**config.mk**
```make
export PLATFORM = sky130hd
export DESIGN_NAME = rf_remote_pulse_frame_decoder
export DESIGN_NICKNAME = d
export VERILOG_FILES = /design/src/rtl/core/rfpfd_pkg.sv /design/src/rtl/core/rfpfd_front.sv /design/src/rtl/core/rfpfd_queue.sv /design/src/rtl/core/rfpfd_back.sv /design/src/rtl/core/rf_remote_pulse_frame_decoder.sv
export SDC_FILE = /design/constraint.sdc
export NUM_CORES = 1
export LEC_CHECK = 0
export ABC_AREA = 0
export BUFFER_PORTS_ARGS = -buffer_cell sky130_fd_sc_hd__buf_2
export CAP_MARGIN = 40
export CORE_MARGIN = 8
export CORE_UTILIZATION = 40
export DETAILED_ROUTE_END_ITERATION = 7
export PLACE_DENSITY = 0.62
export RECOVER_POWER = 25
export SYNTH_ARGS = -nofsm -noshare
export SYNTH_HDL_FRONTEND = slang
export SYNTH_SLANG_ARGS = --single-unit
```
**constraint.sdc**
```tcl
create_clock -name clock -period 4.7 [get_ports clock]
set_input_delay 0.705 -clock clock [delete_from_list [all_inputs] [get_ports clock]]
set_output_delay 0.705 -clock clock [all_outputs]
set_load 0.02 [all_outputs]
```
**src/rtl/core/rfpfd_pkg.sv**
```systemverilog
// Package: shared types, register indexes, status and command codes of the pulse frame decoder.
package rfpfd_pkg;

   localparam int PULSE_WIDTH_DEF = 12;
   localparam int THRESH_W        = 12;
   localparam int COUNT_W         = 8;
   localparam int ACC_W           = 32;
   localparam int CSR_IDX_W       = 3;
   localparam int CSR_DATA_W      = 12;
   localparam int QUEUE_DEPTH     = 4;

   localparam logic [COUNT_W-1:0] COUNT_MAX = 8'hFF;

   // Configuration register indexes
   localparam logic [CSR_IDX_W-1:0] REG_SHORT_MIN     = 3'd0;
   localparam logic [CSR_IDX_W-1:0] REG_MID_THRESHOLD = 3'd1;
   localparam logic [CSR_IDX_W-1:0] REG_LONG_MAX      = 3'd2;
   localparam logic [CSR_IDX_W-1:0] REG_MIN_PULSES    = 3'd3;
   localparam logic [CSR_IDX_W-1:0] REG_MAX_PULSES    = 3'd4;

   localparam logic [THRESH_W-1:0] SHORT_MIN_RST     = 12'd26;
   localparam logic [THRESH_W-1:0] MID_THRESHOLD_RST = 12'd52;
   localparam logic [THRESH_W-1:0] LONG_MAX_RST      = 12'd74;
   localparam logic [COUNT_W-1:0]  MIN_PULSES_RST    = 8'd36;
   localparam logic [COUNT_W-1:0]  MAX_PULSES_RST    = 8'd52;

   // Frame status codes
   localparam logic [2:0] ST_OK           = 3'd0;
   localparam logic [2:0] ST_BAD_COUNT    = 3'd1;
   localparam logic [2:0] ST_BAD_TIMING   = 3'd2;
   localparam logic [2:0] ST_EMPTY        = 3'd3;
   localparam logic [2:0] ST_BAD_PREAMBLE = 3'd4;
   localparam logic [2:0] ST_BAD_CHECK1   = 3'd5;
   localparam logic [2:0] ST_BAD_CHECK2   = 3'd6;

   // Commands
   localparam logic [2:0] CMD_OFF       = 3'd0;
   localparam logic [2:0] CMD_ON        = 3'd1;
   localparam logic [2:0] CMD_BRIGHTER  = 3'd2;
   localparam logic [2:0] CMD_DIMMER    = 3'd3;
   localparam logic [2:0] CMD_SET_LEVEL = 3'd4;

   // Switch codes with a fixed meaning
   localparam logic [5:0] SW_OFF      = 6'h16;
   localparam logic [5:0] SW_ON       = 6'h02;
   localparam logic [5:0] SW_BRIGHTER = 6'h00;
   localparam logic [5:0] SW_DIMMER   = 6'h04;

   localparam logic [3:0] PREAMBLE = 4'hE;
   localparam logic [1:0] CHECK_SEED = 2'h3;

   typedef struct packed {
      logic [THRESH_W-1:0] short_min;
      logic [THRESH_W-1:0] mid_threshold;
      logic [THRESH_W-1:0] long_max;
      logic [COUNT_W-1:0]  min_pulses;
      logic [COUNT_W-1:0]  max_pulses;
   } cfg_type;

   // One finished packet handed from the front to the back
   typedef struct packed {
      logic [ACC_W-1:0]   acc;
      logic [COUNT_W-1:0] count;
      logic               timing_err;
   } frame_type;

   typedef struct packed {
      logic [3:0]  level;
      logic [2:0]  command;
      logic [5:0]  switch_code;
      logic [13:0] unit_id;
      logic [2:0]  status;
   } result_type;

endpackage

```
**src/rtl/core/rfpfd_front.sv**
```systemverilog
// Front end: classify pulses, assemble bits and hand each finished packet to the queue.
module rfpfd_front #(
   parameter int PULSE_WIDTH = rfpfd_pkg::PULSE_WIDTH_DEF
) (
   input  logic                      clock,
   input  logic                      reset,
   input  logic                      req_tvalid,
   output logic                      req_tready,
   input  logic [PULSE_WIDTH-1:0]    req_pulse_len,
   input  logic                      req_last,
   input  rfpfd_pkg::cfg_type        cfg,
   input  logic                      push_ready,
   output logic                      push_valid,
   output rfpfd_pkg::frame_type      push_frame
);

   localparam int CmpW = (PULSE_WIDTH > rfpfd_pkg::THRESH_W) ? PULSE_WIDTH
                                                             : rfpfd_pkg::THRESH_W;

   logic [rfpfd_pkg::ACC_W-1:0]   acc_ff, acc_in, step_acc;
   logic [rfpfd_pkg::COUNT_W-1:0] cnt_ff, cnt_in, step_cnt;
   logic                          half_ff, half_in, step_half;
   logic                          terr_ff, terr_in, step_terr;
   logic                          accept;
   logic [CmpW-1:0]               p_ext, smin_ext, mid_ext, lmax_ext;
   logic                          is_long, too_long, too_short;

   assign req_tready = push_ready;
   assign accept     = req_tvalid && push_ready;

   assign p_ext     = CmpW'(req_pulse_len);
   assign smin_ext  = CmpW'(cfg.short_min);
   assign mid_ext   = CmpW'(cfg.mid_threshold);
   assign lmax_ext  = CmpW'(cfg.long_max);
   assign is_long   = p_ext > mid_ext;
   assign too_long  = p_ext > lmax_ext;
   assign too_short = p_ext < smin_ext;

   always_comb begin
      step_acc  = acc_ff;
      step_cnt  = cnt_ff;
      step_half = half_ff;
      step_terr = terr_ff;
      if (cnt_ff != rfpfd_pkg::COUNT_MAX) begin
         step_cnt = cnt_ff + 1'b1;
      end
      if (!terr_ff) begin
         if (half_ff) begin
            // second half of a short pair
            step_half = 1'b0;
            if (is_long || too_short) begin
               step_terr = 1'b1;
            end else begin
               step_acc = {acc_ff[rfpfd_pkg::ACC_W-2:0], 1'b1};
            end
         end else if (!req_last) begin
            if (is_long) begin
               if (too_long) begin
                  step_terr = 1'b1;
               end else begin
                  step_acc = {acc_ff[rfpfd_pkg::ACC_W-2:0], 1'b0};
               end
            end else if (too_short) begin
               step_terr = 1'b1;
            end else begin
               step_half = 1'b1;
            end
         end
      end
   end

   always_comb begin
      acc_in  = acc_ff;
      cnt_in  = cnt_ff;
      half_in = half_ff;
      terr_in = terr_ff;
      if (accept) begin
         if (req_last) begin
            acc_in  = '0;
            cnt_in  = '0;
            half_in = 1'b0;
            terr_in = 1'b0;
         end else begin
            acc_in  = step_acc;
            cnt_in  = step_cnt;
            half_in = step_half;
            terr_in = step_terr;
         end
      end
   end

   assign push_valid            = accept && req_last;
   assign push_frame.acc        = step_acc;
   assign push_frame.count      = step_cnt;
   assign push_frame.timing_err = step_terr;

   always_ff @(posedge clock) begin
      if (reset) begin
         acc_ff  <= '0;
         cnt_ff  <= '0;
         half_ff <= 1'b0;
         terr_ff <= 1'b0;
      end else begin
         acc_ff  <= acc_in;
         cnt_ff  <= cnt_in;
         half_ff <= half_in;
         terr_ff <= terr_in;
      end
   end

endmodule

```
**src/rtl/core/rfpfd_queue.sv**
```systemverilog
// Short frame queue between the front and the back.
module rfpfd_queue (
   input  logic                  clock,
   input  logic                  reset,
   input  logic                  push_valid,
   output logic                  push_ready,
   input  rfpfd_pkg::frame_type  push_frame,
   output logic                  pop_valid,
   input  logic                  pop,
   output rfpfd_pkg::frame_type  pop_frame
);

   localparam int PtrW = $clog2(rfpfd_pkg::QUEUE_DEPTH);
   localparam int CntW = $clog2(rfpfd_pkg::QUEUE_DEPTH + 1);

   rfpfd_pkg::frame_type entry_ff [rfpfd_pkg::QUEUE_DEPTH];
   logic [PtrW-1:0] wr_ptr_ff, wr_ptr_in, rd_ptr_ff, rd_ptr_in;
   logic [CntW-1:0] fill_ff, fill_in;
   logic            do_push, do_pop;

   assign push_ready = fill_ff != CntW'(rfpfd_pkg::QUEUE_DEPTH);
   assign pop_valid  = fill_ff != '0;
   assign pop_frame  = entry_ff[rd_ptr_ff];
   assign do_push    = push_valid && push_ready;
   assign do_pop     = pop && pop_valid;

   always_comb begin
      wr_ptr_in = do_push ? wr_ptr_ff + 1'b1 : wr_ptr_ff;
      rd_ptr_in = do_pop ? rd_ptr_ff + 1'b1 : rd_ptr_ff;
      fill_in   = fill_ff;
      if (do_push && !do_pop) begin
         fill_in = fill_ff + 1'b1;
      end else if (do_pop && !do_push) begin
         fill_in = fill_ff - 1'b1;
      end
   end

   always_ff @(posedge clock) begin
      if (do_push) begin
         entry_ff[wr_ptr_ff] <= push_frame;
      end
   end

   always_ff @(posedge clock) begin
      if (reset) begin
         wr_ptr_ff <= '0;
         rd_ptr_ff <= '0;
         fill_ff   <= '0;
      end else begin
         wr_ptr_ff <= wr_ptr_in;
         rd_ptr_ff <= rd_ptr_in;
         fill_ff   <= fill_in;
      end
   end

endmodule

```
**src/rtl/core/rfpfd_back.sv**
```systemverilog
// Back end: check a finished packet, decode its fields and hold the result for transfer.
module rfpfd_back (
   input  logic                   clock,
   input  logic                   reset,
   input  logic                   head_valid,
   input  rfpfd_pkg::frame_type   head_frame,
   output logic                   pop,
   input  logic [rfpfd_pkg::COUNT_W-1:0] min_pulses,
   input  logic [rfpfd_pkg::COUNT_W-1:0] max_pulses,
   output logic                   rsp_tvalid,
   input  logic                   rsp_tready,
   output rfpfd_pkg::result_type  rsp_result
);

   logic                  rsp_valid_ff, rsp_valid_in;
   rfpfd_pkg::result_type rsp_ff, rsp_in;
   logic [31:0]           b;
   logic [13:0]           uid;
   logic [5:0]            sw;
   logic [1:0]            ck1, ck2;
   logic [2:0]            status;

   assign b   = head_frame.acc;
   assign uid = b[23:10];
   assign sw  = b[7:2];

   always_comb begin
      ck1 = rfpfd_pkg::CHECK_SEED;
      for (int i = 0; i < 7; i++) begin
         ck1 = ck1 ^ uid[2*i +: 2];
      end
      ck2 = rfpfd_pkg::CHECK_SEED;
      for (int i = 0; i < 3; i++) begin
         ck2 = ck2 ^ sw[2*i +: 2];
      end
   end

   always_comb begin
      if (head_frame.count < min_pulses || head_frame.count > max_pulses) begin
         status = rfpfd_pkg::ST_BAD_COUNT;
      end else if (head_frame.timing_err) begin
         status = rfpfd_pkg::ST_BAD_TIMING;
      end else if (b == '0) begin
         status = rfpfd_pkg::ST_EMPTY;
      end else if (b[27:24] != rfpfd_pkg::PREAMBLE) begin
         status = rfpfd_pkg::ST_BAD_PREAMBLE;
      end else if (b[9:8] != ck1) begin
         status = rfpfd_pkg::ST_BAD_CHECK1;
      end else if (b[1:0] != ck2) begin
         status = rfpfd_pkg::ST_BAD_CHECK2;
      end else begin
         status = rfpfd_pkg::ST_OK;
      end
   end

   always_comb begin
      rsp_in        = '0;
      rsp_in.status = status;
      if (status == rfpfd_pkg::ST_OK) begin
         rsp_in.unit_id     = uid;
         rsp_in.switch_code = sw;
         case (sw)
            rfpfd_pkg::SW_ON:       rsp_in.command = rfpfd_pkg::CMD_ON;
            rfpfd_pkg::SW_OFF:      rsp_in.command = rfpfd_pkg::CMD_OFF;
            rfpfd_pkg::SW_BRIGHTER: rsp_in.command = rfpfd_pkg::CMD_BRIGHTER;
            rfpfd_pkg::SW_DIMMER:   rsp_in.command = rfpfd_pkg::CMD_DIMMER;
            default: begin
               rsp_in.command = rfpfd_pkg::CMD_SET_LEVEL;
               rsp_in.level   = {sw[2], sw[3], sw[4], sw[5]};
            end
         endcase
      end
   end

   // take the next packet whenever the output register is free or drains now
   assign pop          = head_valid && (!rsp_valid_ff || rsp_tready);
   assign rsp_valid_in = pop || (rsp_valid_ff && !rsp_tready);

   always_ff @(posedge clock) begin
      if (reset) begin
         rsp_valid_ff <= 1'b0;
      end else begin
         rsp_valid_ff <= rsp_valid_in;
      end
   end

   always_ff @(posedge clock) begin
      if (pop) begin
         rsp_ff <= rsp_in;
      end
   end

   assign rsp_tvalid = rsp_valid_ff;
   assign rsp_result = rsp_ff;

endmodule

```
**src/rtl/core/rf_remote_pulse_frame_decoder.sv**
```systemverilog
// Top level: RF remote pulse frame decoder with configuration registers.
//
//  Channel  Dir  Handshake              Payload
//  req      in   req_tvalid/req_tready  tdata: pulse_len; tlast: last pulse of packet
//  rsp      out  rsp_tvalid/rsp_tready  tdata: status, unit_id, switch_code, command, level
//  csr      in   csr_we                 csr_index selects register, csr_wdata value
//
// One pulse is taken per cycle. The front updates the packet state in the cycle of the
// transfer; a last pulse pushes the finished packet into a four-entry queue. The back
// checks and decodes one packet per cycle into the output register while the output is
// not stalled; a packet passes a queue entry, then the output register. Reset clears the
// packet state, the queue and the output valid, and loads the register defaults. The
// input stalls only while the queue is full; a stalled output holds its result.
module rf_remote_pulse_frame_decoder #(
   parameter int PULSE_WIDTH = rfpfd_pkg::PULSE_WIDTH_DEF
) (
   input  logic                                clock,
   input  logic                                reset,
   input  logic                                req_tvalid,
   output logic                                req_tready,
   // pulse_len in the low PULSE_WIDTH bits, zeros above
   input  logic [((PULSE_WIDTH+7)/8)*8-1:0]    req_tdata,
   input  logic                                req_tlast,
   output logic                                rsp_tvalid,
   input  logic                                rsp_tready,
   // status[2:0], unit_id[16:3], switch_code[22:17], command[25:23], level[29:26], zeros
   output logic [31:0]                         rsp_tdata,
   input  logic                                csr_we,
   input  logic [rfpfd_pkg::CSR_IDX_W-1:0]     csr_index,
   input  logic [rfpfd_pkg::CSR_DATA_W-1:0]    csr_wdata
);

   rfpfd_pkg::cfg_type    cfg_ff, cfg_in;
   rfpfd_pkg::frame_type  push_frame, head_frame;
   rfpfd_pkg::result_type rsp_result;
   logic                  push_valid, push_ready, head_valid, pop;

   // Register writes: keep the low bits that each register holds
   always_comb begin
      cfg_in = cfg_ff;
      if (csr_we) begin
         case (csr_index)
            rfpfd_pkg::REG_SHORT_MIN:     cfg_in.short_min     = csr_wdata;
            rfpfd_pkg::REG_MID_THRESHOLD: cfg_in.mid_threshold = csr_wdata;
            rfpfd_pkg::REG_LONG_MAX:      cfg_in.long_max      = csr_wdata;
            rfpfd_pkg::REG_MIN_PULSES:
               cfg_in.min_pulses = csr_wdata[rfpfd_pkg::COUNT_W-1:0];
            rfpfd_pkg::REG_MAX_PULSES:
               cfg_in.max_pulses = csr_wdata[rfpfd_pkg::COUNT_W-1:0];
            default: cfg_in = cfg_ff;
         endcase
      end
   end

   always_ff @(posedge clock) begin
      if (reset) begin
         cfg_ff.short_min     <= rfpfd_pkg::SHORT_MIN_RST;
         cfg_ff.mid_threshold <= rfpfd_pkg::MID_THRESHOLD_RST;
         cfg_ff.long_max      <= rfpfd_pkg::LONG_MAX_RST;
         cfg_ff.min_pulses    <= rfpfd_pkg::MIN_PULSES_RST;
         cfg_ff.max_pulses    <= rfpfd_pkg::MAX_PULSES_RST;
      end else begin
         cfg_ff <= cfg_in;
      end
   end

   // Front: classify each pulse and assemble the packet
   rfpfd_front #(
      .PULSE_WIDTH(PULSE_WIDTH)
   ) u_front (
      .clock         (clock),
      .reset         (reset),
      .req_tvalid    (req_tvalid),
      .req_tready    (req_tready),
      .req_pulse_len (req_tdata[PULSE_WIDTH-1:0]),
      .req_last      (req_tlast),
      .cfg           (cfg_ff),
      .push_ready    (push_ready),
      .push_valid    (push_valid),
      .push_frame    (push_frame)
   );

   // Queue: decouple packet assembly from checking and output stalls
   rfpfd_queue u_queue (
      .clock      (clock),
      .reset      (reset),
      .push_valid (push_valid),
      .push_ready (push_ready),
      .push_frame (push_frame),
      .pop_valid  (head_valid),
      .pop        (pop),
      .pop_frame  (head_frame)
   );

   // Back: check, decode and hold the result for transfer
   rfpfd_back u_back (
      .clock      (clock),
      .reset      (reset),
      .head_valid (head_valid),
      .head_frame (head_frame),
      .pop        (pop),
      .min_pulses (cfg_ff.min_pulses),
      .max_pulses (cfg_ff.max_pulses),
      .rsp_tvalid (rsp_tvalid),
      .rsp_tready (rsp_tready),
      .rsp_result (rsp_result)
   );

   assign rsp_tdata = {2'b00, rsp_result};

endmodule
```
==> out/qor.txt <==
status = finished with violations
failing checks = capacitance limit, slew limit
H-Tree Depth = 1
post-synth top area share = 0.4496
nets = 1169
Final period util = 0.7770
final wirelength = 25760 µm
setup bufs post-CTS = 0
Fin. Hold Viols = 0
Post-DRT Antenna Nets = 0
root buf cell = clkbuf_16
DPL Wire Length = 17530 µm
largest cells by area after synthesis = edfxtp_1, dfxtp_1, mux4_2
Resized Gates After CTS = 0
flop-to-flop setup slack = 1.05 ns
# setup viols final = 0
Critical R2R Capture = u_back.rsp_result[6]
P per Cell Area = 490.0 nW/µm²
FP Rows = 66
M2 GR Usage = 0.2346
Tightest Pin Transition = 1.869 ns
Clock Pin Slew Worst Setup and Hold Paths = 0.06 ns
Gate power share = 0.230
Mean Syn Cell Area = 12.88 µm²
Primary FF master, synth = edfxtp_1
Clock Skew = 0.01046 ns
die area = 38410 µm²
Worst Hold Launch = csr_wdata[11]
Fmax = 273.8 MHz
die width = 196.0 µm
crit path capture type = register
unrepaired setup endpoints after global routing = false
Hold Crit Class = in -> reg
Worst Hold Depth = 3
critical path fanouts, max = 14
GRT Overall Usage = 0.1327
worst slack at placement = 0.8511 ns
kind of critical path = reg -> reg
Die Span Y = 196.0 µm
initial antenna violation count = 1
PortBufs = 64
met3 Use GR = 0.01919
CTS max path bufs = 3
Initial Util = 0.4023
Post-Syn Area = 12960 µm²
fin. max-slew vios = 110
Synth area leader = edfxtp_1
sw frac = 0.2917
final setup TNS = 0 ns
Vias/cell = 5.092
DRC viols = 0
aggregate global routing overflow = 0
hold endpoint = cfg_ff[51]
via count = 7678
post-synthesis async set-or-reset flop share = 0
Final Critical Period = 3.652 ns
GPL Wtd Cong = 0.7617
Psw = 0.002098 W
Hold Slack = 0.4122 ns
First-pass DRT Iterations = 5
CTS Buf Count = 31
clock share of power = 0.329
CTS Hold Bufs = 0
share of cells above drive strength 1 = 0.1309
Internal = 0.005092 W
first-pass GRT wire length = 40980 µm
number of global-route vias before repair = 7584
antenna cells = 0
leak pwr = 5.368 nW
met1 Usage GRT = 0.1690
Yosys warnings = 0
core area = 32210 µm²
Max Cap Viol = 3
R2R depth = 9
DR iter-0 viols = 390
Netlist cell types = 57
largest net degree at the start of global routing = 41
GRT busiest layer = met2
final worst slack = 1.048 ns
Area growth, synth to finish = 13.24%
Peak VDD IR = 0.0002854 V
clk sinks = 298
I/O pins = 71
WP data arrival = 4.09 ns
Worst EP required = 5.13 ns
DR WL/cell = 17.08 µm
Yosys reg bits = 298
sequential share of power = 0.441
Seq/Total Area, Yosys = 0.6103
Post-synth EDFFs = 194
Slew HR = -0.2458
CTS tree = built
post-synthesis cell count = 1006
clock latency on the worst-skew pair = 0.56 ns
Startpoint Class = register
## cell usage after synthesis (13+ instances only)
library cell / n
mux2i_1: 32
mux4_2: 35
o32ai_1: 31
edfxtp_1: 194
nand2_1: 115
and2_1: 18
xnor2_1: 22
nor2_1: 35
clkbuf_1: 28
nand3_1: 13
a21oi_1: 64
o21ai_0: 13
dfxtp_1: 104
ha_1: 56
inv_1: 95
## cell type report
class / instances / area (µm²)
Clock buffer: 46 / 872.1
Tap cell: 408 / 510.5
Sequential cell: 298 / 7910
Timing Repair Buffer: 79 / 396.6
Fill cell: 2922 / 17530
Multi-Input combinational cell: 570 / 4499
Inverter: 95 / 356.6
Clock inverter: 12 / 127.6
## through the flow
stage	utilization	total power [W]	area [µm²]	instances
after floorplan	-	0.004444	12960	1007
after global placement	0.4258	0.004924	13710	1449
after detailed placement	0.4261	0.004947	13720	1450
after CTS	0.4571	0.007321	14720	1508
after global routing	0.4556	0.007568	14670	1508
final	0.4556	0.007190	14670	1508
## registers in the layout (all words and copies together), names as in the netlist, named ones only
name and count:
cfg_ff 52, u_queue.rd_ptr_ff 2, u_back.rsp_result 30, u_front.cnt_ff 8, u_front.half_ff 1, u_back.rsp_tvalid 1, u_queue.fill_ff 3, u_queue.wr_ptr_ff 2
u_front.terr_ff 1, u_queue.entry_ff 164, u_front.acc_ff 32
## layer usage
metal / share of wire / routed length, µm / up-vias
met5: 0.00058 / 15 / -
met4: 0.018 / 471 / 2
met3: 0.038 / 984 / 40
met2: 0.50 / 12870 / 114
met1: 0.44 / 11410 / 3703
li1: - / - / 3819
## how the worst max path moves through the flow
| stage | start | to | slack, ns | depth (start not counted) |
|---|---|---|---|---|
| 4_1_cts | register | u_back.rsp_result[6] | 0.91 | 9 |
| 5_1_grt | register | u_back.rsp_result[6] | 0.64 | 9 |
| 6_report | register | u_back.rsp_result[6] | 1.05 | 9 |
| 3_5_place_dp | req_tdata[9] | u_queue.entry_ff[3][31] | 0.85 | 10 |
| 3_3_place_gp | req_tdata[9] | u_queue.entry_ff[0][28] | 0.90 | 10 |
| 2_1_floorplan | rsp_tready | u_queue.fill_ff[2] | 1.09 | 9 |
## cells in the final DEF (no fill, tap or decap), types with 18 or more instances in the layout
cell	netlist	routed
edfxtp_1	194	194
clkbuf_16	0	31
and2_1	18	18
a21oi_1	64	63
nand2_1	115	115
buf_2	7	31
inv_1	95	95
clkbuf_1	28	46
o32ai_1	31	31
xnor2_1	22	22
dfxtp_1	104	102
nor2_1	35	35
ha_1	56	56
mux2i_1	32	32
mux4_2	35	35
## power by group through the flow
stage	Clock, W	Combinational, W	Sequential [W]
after floorplan	0	0.00110	0.00334
after global placement	0	0.00171	0.00321
after detailed placement	0	0.00173	0.00322
after CTS	0.00242	0.00173	0.00316
after global routing	0.00253	0.00184	0.00320
final	0.00237	0.00165	0.00317
## critical path: stages, from the launching register on
cell and delay, ns:
dfxtp_2 0.68, mux4_2 0.61, ha_1 0.31, a21o_1 0.18
a211oi_1 0.23, o21ai_0 0.10, a21oi_1 0.48, and4b_1 0.51
buf_4 0.26, and2_4 0.16
## cell families after synthesis
group           after synthesis  share of synthesized area
flops                       298                     0.6103
simple gates                253                    0.09550
compound gates              154                    0.07860
buf+inv                     139                    0.04471
mux                          72                    0.09338
fa+ha+maj                    57                    0.05562
xor+xnor                     32                    0.02163
other cells                   1                  0.0002894
Note: power is estimated with default switching activity, not from simulation.
